--- config.mk ---
export PLATFORM = sky130hd
export DESIGN_NAME = mmq_ram
export DESIGN_NICKNAME = d
export VERILOG_FILES = /design/src/rtl/mailbox_message_queue_engine_assert.svh /design/src/rtl/mmq_ram.sv
export SDC_FILE = /design/constraint.sdc
export NUM_CORES = 1
export LEC_CHECK = 0
export ABC_AREA = 1
export BUFFER_PORTS_ARGS = -buffer_cell sky130_fd_sc_hd__buf_4
export CORE_MARGIN = 2
export CORE_UTILIZATION = 40
export CTS_BUF_LIST = sky130_fd_sc_hd__clkbuf_4 sky130_fd_sc_hd__clkbuf_8
export DETAILED_ROUTE_END_ITERATION = 12
export HOLD_SLACK_MARGIN = 0.1
export SLEW_MARGIN = 20
export SYNTH_ARGS = -nofsm -noshare
export SYNTH_HDL_FRONTEND = slang
export SYNTH_SLANG_ARGS = --single-unit
--- constraint.sdc ---
create_clock -name i_clk -period 1.3 [get_ports i_clk]
set_clock_uncertainty 0.05 [all_clocks]
set_input_delay 0.065 -clock i_clk [delete_from_list [all_inputs] [get_ports i_clk]]
set_output_delay 0.065 -clock i_clk [all_outputs]
set_load 0.03 [all_outputs]
--- src/rtl/mailbox_message_queue_engine_assert.svh ---
// ----------------------------------------------------------------------------
// Mailbox message queue engine assertion macros
// Implication checks on the engine clock, held off while reset is asserted.
// ----------------------------------------------------------------------------
`ifndef MAILBOX_MESSAGE_QUEUE_ENGINE_ASSERT_SVH
`define MAILBOX_MESSAGE_QUEUE_ENGINE_ASSERT_SVH

// Same-cycle implication.
`define MMQ_ASSERT_NOW(lbl, clk, rst_n, ante, cons) \
    lbl: assert property (@(posedge clk) disable iff (!rst_n) (ante) |-> (cons)) \
        else $error("mailbox engine check failed");

// Next-cycle implication.
`define MMQ_ASSERT_NEXT(lbl, clk, rst_n, ante, cons) \
    lbl: assert property (@(posedge clk) disable iff (!rst_n) (ante) |=> (cons)) \
        else $error("mailbox engine check failed");

`endif

--- src/rtl/mmq_ram.sv ---
// ----------------------------------------------------------------------------
// Mailbox engine RAM
// Simple dual-port memory, one write and one registered read per cycle.
// ----------------------------------------------------------------------------
module mmq_ram #(
    parameter int WIDTH = 8,
    parameter int DEPTH = 16
) (
    input  logic                                        i_clk,
    input  logic                                        i_we,
    input  logic [((DEPTH > 1) ? $clog2(DEPTH) : 1)-1:0] i_waddr,
    input  logic [WIDTH-1:0]                            i_wdata,
    input  logic                                        i_re,
    input  logic [((DEPTH > 1) ? $clog2(DEPTH) : 1)-1:0] i_raddr,
    output logic [WIDTH-1:0]                            o_rdata
);

    logic [WIDTH-1:0] r_mem [DEPTH];
    logic [WIDTH-1:0] r_rdata;

    always_ff @(posedge i_clk) begin
        if (i_we) begin
            r_mem[i_waddr] <= i_wdata;
        end
        if (i_re) begin
            r_rdata <= r_mem[i_raddr];
        end
    end

    assign o_rdata = r_rdata;

endmodule

After elaboration in Yosys (flattened, before gate mapping). Memory sizes are Yosys's and may differ from the RTL's. A register that Yosys moved wholly into a read port is not among the register bits. Index checks and enable logic that the tools add are counted. Widths: inputs -> output; s select.

Mux-type cells: 2.

Operator list (number): $mux 1 (2).

Logic and storage cells: 3. Register bits: 0. Bits in writable memories: 128. Memories: 1.

Memory list: r_mem (words 16, bits a word 8, read ports 1, clocked after Yosys merged registers in 1, wr ports 1, RTL line mmq_ram.sv:18) `logic [WIDTH-1:0] r_mem [DEPTH];`.

Depth between registers and ports, before layout. Gate-level depths: netlist (run 1).

Word-level depth: 2. Mapped depth: 8. Gate-level depth less buffers: 7.

Worst setup path before layout (run 1). No wires, ideal clock.

Path kind: input -> register. Start: in i_waddr[2] (netlist bit). End: mem r_mem[10][0], enable pin. Buffers on the path: 0. Cell stages on the path: 2. Setup slack: 234 ps. Arrival time: 646 ps. Library setup time: 370 ps. Path through: nand3b_1 > nor2_1.

RTL lines: start, declared (RTL line mmq_ram.sv:11) `input logic [((DEPTH > 1) ? $clog2(DEPTH) : 1)-1:0] i_waddr,`; end, declared (RTL line mmq_ram.sv:18).

No word-level cell before the write port.

==> impl_metrics.ini, run 1 <==
[timing]
setup_viol = 0
hold_violations = 0
tightestPinTransition_ps = 646
setup_slack_ps = 85.7
hold-worst-slack_ps = 202
fmax_ghz = 0.824
slew_viol_final = 0
grt_setup_unrepaired = no
finalCritPeriodShare_pct = 93.4
tns_ps = 0
slew_headroom_pct = 56.8
min_period_ps = 1210

[clocking]
root_buffer = clkbuf_8
cts.sinks = 136
cts_setup_buffers = 0
ctsLongestPathBuffers = 2
clkLatencyLatePin_ps = 440
htree_levels = 4
tritoncts = done
path_clk_slew_ps = 80
cts_buffers = 17

[route]
wl_per_cell_um = 16.8
num_vias = 3871
firstDrtPassIters = 6
drtIter0Drc = 427
drt-total-wl_um = 13500
vias_per_cell = 4.81
drc = 0
ant_nets = 0

[floorplanning]
rows = 44
initial_core_util_pct = 40.5
core_mm2 = 0.0144
die_h_um = 125
io_pins = 27
die_x_um = 125
dieArea_mm2 = 0.0156

[worst_setup_path]
rrSetupSlack_ps = 90
rr_worst_depth = 6
timing.rr.end = o_rdata[1]
cp_max_fo = 1
critical_path.top_delay_family = simple AND/OR/NAND/NOR gates
worst-setup-path-type = register to register
crit_top_cell = nand3_1
path_buf_inv = 1
critical_path.cell_chain = inv_1, nand2_1, nand3_1, nand3_1, nand3_1, nand2_1
slowest_delay_ps = 390
end_kind = register
timing.rr.start = r_mem[5][1]
arrival_ps = 1370
cp-start-kind = register
cp.required_ps = 1450
cpMaxStageDelayCell = edfxtp_1

[placement]
pre_cts_slack_ps = -102
dp.cells = 762
place_hpwl_um = 8320
place.gp.congestion = 0.796
io_buffers = 26
place_area_mm2 = 0.00636

[finish]
insertedDiodeCount = 0
fin_area_mm2 = 0.00694
nNetsFinal = 627
post-route-util_pct = 48.1
drive_gt1_share_pct = 13.2
area_delta_synth_final_pct = 18.6
final_cell_mix = nand2_1 (173), edfxtp_1 (136), inv_1 (100)
instances_no_fill = 805
mostFrequentLayoutCell = nand2_1
n_fill_cell = 1344

[status]
status = finished clean

[hold_path]
holdPathEnd = r_mem[1][6]
hp-class = input port to register
hp-start = i_we
hold_depth = 4

[pwr]
p_leak_nw = 2.98
peakVddDrop_v = 0.000600
p_per_area_mw_per_mm2 = 1410
finalPower_mw = 9.75

[logic_synthesis]
synth-seq-area-share_pct = 69.8
synthCells = 551
synth_area_per_cell_um2 = 10.6
ys_ff_latch = 136
syn_area_mm2 = 0.00585
yosysUniqueCellTypes = 11
yosys_warnings = 0
synth_fp_nets = 570

[grt]
grt_usage_pct = 17.9
grt_max_degree = 33
grt_pass1_wl_um = 21000
grt_overflow = 0
grt_pass1_vias = 3828
antenna_found_initial = 0

[flow_run]
cap_violations = 0
how the worst max path moves through the flow:
stage	from	to	slack, ps	cells past startpoint
after floorplan	i_waddr[2]	r_mem[10][0]	230	2
after global placement	i_raddr[1]	o_rdata[2]	-70	6
after CTS	r_mem[8][6]	o_rdata[6]	90	6
after global routing	r_mem[1][1]	o_rdata[1]	30	6
after detailed placement	i_raddr[1]	o_rdata[6]	-100	6
final	r_mem[5][1]	o_rdata[1]	90	6
Yosys cell counts:
cell      number  area, µm²
buf_1          1       3.75
inv_1        100        375
nor2_1        17       63.8
buf_4          4       30.0
buf_6          6       67.6
nand3b_1       2       15.0
buf_2         13       65.1
inv_2          2       7.51
nand3_1       97        485
edfxtp_1     136       4080
nand2_1      173        649
power by group:
part	internal [mW]	leakage [nW]	total [mW]	switching, mW
combinational	0.245	1.52	0.717	0.472
clock	2.48	0.229	4.07	1.59
sequential	4.93	1.24	4.96	0.0295
total	7.66	2.98	9.75	2.10
registers in the layout, summed over array words and instances (netlist names):
register,count
o_rdata,8
r_mem,128
routing by layer:
| layer | up-vias | GRT usage, % | wire length, µm |
|---|---|---|---|
| met4 | 0 | 6.54 | 225 |
| met3 | 16 | 4.17 | 648 |
| met2 | 97 | 29.1 | 6600 |
| met1 | 1864 | 23.8 | 6030 |
| met5 | - | 0 | 0 |
| li1 | 1894 | - | - |
layout make-up:
class | instances | area [µm²] | share of cell area (%)
well taps | 184 | 230 | 3.32
clock buffers | 18 | 241 | 3.48
multi-input cells | 289 | 1210 | 17.5
clock inverters | 14 | 229 | 3.30
flip-flops and latches | 136 | 4080 | 58.9
inverters | 102 | 383 | 5.52
repair buffers | 62 | 556 | 8.01
cells by family after synthesis:
family        after synthesis  share of synthesized area (%)
buf+inv                   126                           9.39
flops                     136                           69.8
simple gates              289                           20.8
worst register-to-register path: cells and delay by family, from the launching register on:
family | cells | cell delay, ps
buf+inv | 1 | 60
flops | 1 | 390
simple gates | 5 | 470
what timing repair did:
item	CTS	global route
gates resized for setup	0	0
hold endpoints to repair	144	0
hold buffers	11	0
Power figures use the tool's default switching activity.
==> run 2: changes to the inputs <==
- ABC_AREA: 1 -> not set
- clock period: 1.3 -> 1.4 ns (I/O delays scaled with it)
==> run 2 against run 1 <==
The run now ends with negative setup slack left. Count of clock-buffer cells in the layout unchanged. Non-clock buffer count up 3. Routed wire length down 21%. Clock power down 15%. Core utilization up 2.2 points. Largest cell class unchanged.
==> impl_metrics.ini, run 2 <==
[worst_setup_path]
critical_path.cell_chain = mux4_2, a22oi_2, nand2_1
path_buf_inv = 0
arrival_ps = 1600
worst-setup-path-type = register to register
slowest_delay_ps = 500
cp_max_fo = 1
end_kind = register
cpMaxStageDelayCell = mux4_2
critical_path.top_delay_family = multiplexers
cp.required_ps = 1540
cp-start-kind = register

[finish]
drive_gt1_share_pct = 40.8
n_fill_cell = 1019
regMostFlops = r_mem
insertedDiodeCount = 0
mostFrequentLayoutCell = edfxtp_1
nNetsFinal = 322
instances_no_fill = 488
largest_register_ffs = 128
final_cell_mix = edfxtp_1 (136), buf_4 (51), mux4_2 (29)
area_delta_synth_final_pct = 21.8

[timing]
finalCritPeriodShare_pct = 104
grt_setup_unrepaired = yes
hold-worst-slack_ps = 234
setup_slack_ps = -59.4
slew_viol_final = 0
hold_violations = 0
min_period_ps = 1460
setup_viol = 8
fmax_ghz = 0.685
tightestPinTransition_ps = 1120
slew_headroom_pct = 25.3

[route]
drtIter0Drc = 198
firstDrtPassIters = 4
vias_per_cell = 5.16
drc = 0
wl_per_cell_um = 21.7
num_vias = 2516
ant_nets = 0
drt-total-wl_um = 10600

[grt]
grt_usage_pct = 16.1
grt_max_degree = 19
antenna_found_initial = 0
grt_overflow = 0
grt_pass1_vias = 2613
grt_pass1_wl_um = 16100

[clocking]
cts_buffers = 17
path_clk_slew_ps = 80
cts_setup_buffers = 0
htree_levels = 4
cts.sinks = 136
tritoncts = done
ctsLongestPathBuffers = 2
root_buffer = clkbuf_8
clkLatencyLatePin_ps = 430

[floorplanning]
io_pins = 27
die_x_um = 118
initial_core_util_pct = 41.3
rows = 41
die_h_um = 118
core_mm2 = 0.0127
dieArea_mm2 = 0.0140

[logic_synthesis]
synth_fp_nets = 248
synthMostInstantiatedCell = edfxtp_1
synthFlopType = edfxtp_1
synth_top_area_share_pct = 78.1
yosysTopAreaCell = edfxtp_1
synth_area_per_cell_um2 = 22.8
synth-seq-area-share_pct = 78.1
synth.cells.most_frequent = edfxtp_1 (136), mux4_2 (18), a22oi_1 (16)
yosys_warnings = 0
ys_async_sr_fraction_pct = 0
syn_area_mm2 = 0.00523
synthCells = 229
yosysUniqueCellTypes = 18
ys_ff_latch = 136
synth_edf_count = 136
synthTopCellsByArea = edfxtp_1 (78%), mux4_2 (7.8%), mux4_1 (7.0%)

[pwr]
peakVddDrop_v = 0.000541
p_leak_nw = 2.10
p_per_area_mw_per_mm2 = 1360

[placement]
io_buffers = 26
place.gp.congestion = 0.713
dp.cells = 446
place_hpwl_um = 6740

[hold_path]
hp-class = input port to register

[flow_run]
cap_violations = 0

[status]
status = complete, but fails checks
violations = negative setup slack
run 2: cell types whose count changed after synthesis, moves of 4 or more:
cell / change
nand2_1: -164
inv_1: -100
nand3_1: -96
mux4_2: +18
a22oi_1: +16
mux4_1: +14
buf_2: -10
nor2_1: -4
nor3_1: +4
run 2: logic make-up after synthesis:
kind of cell    count (synthesis)  synth area share [%]
simple gates                   35                  3.14
flops                         136                  78.1
mux                            32                  14.8
buf+inv                        10                  1.65
compound gates                 16                  2.30
run 2: worst paths after layout:
check	startpoint	to	slack [ps]	cells past startpoint
worst max-delay path	r_mem[9][0]	o_rdata[0]	-60	3
worst min-delay path	i_waddr[2]	r_mem[0][0]	230	4
worst max register to register	r_mem[9][0]	o_rdata[0]	-60	3
worst min register to register	r_mem[7][2]	o_rdata[2]	710	3
run 2: layout make-up:
type	instances	area (µm²)	share of cell area, %
sequential	136	4080	64.1
multi-input combinational	83	1080	16.9
tap	172	215	3.38
clock buffer	18	241	3.79
clock inverter	14	195	3.07
timing repair buffer	65	553	8.69
run 2: worst register-to-register path: stages, from the launching register on:
cell and delay [ps]:
edfxtp_1 370, mux4_2 500, a22oi_2 210, nand2_1 70
run 2: layer usage:
layer  GRT usage [%]  share of wire (%)  vias to the layer above
met5               0                  0                        -
met4            6.33                1.1                        0
met3            4.54                4.4                        8
met2            24.4                 49                       77
met1            22.2                 46                     1315
li1                -                  -                     1116
run 2: stage by stage:
stage,setup WS (ps),setup TNS [ps],power (mW),instance area (µm²),util [%]
6_report,-59.4,-275,8.65,6370,50.3
2_1_floorplan,4.04,0,4.97,5240,-
3_3_place_gp,-265,-1680,5.21,5810,45.9
5_1_grt,-111,-644,8.91,6370,50.3
4_1_cts,-65.0,-365,8.72,6360,50.2
3_5_place_dp,-261,-1830,5.22,5810,45.9
run 2: power breakdown:
group / total (mW) / internal [mW] / switching (mW)
logic: 0.566 / 0.260 / 0.306
registers: 4.61 / 4.58 / 0.0253
clock network: 3.47 / 1.97 / 1.50
run 2: repair_timing:
item | in CTS | in global routing
pin swaps | 11 | 2
endpoints found under the setup margin | 8 | 8
resized for setup | 19 | 4
endpoints found under the hold margin | 152 | 0
hold buffers | 11 | 0
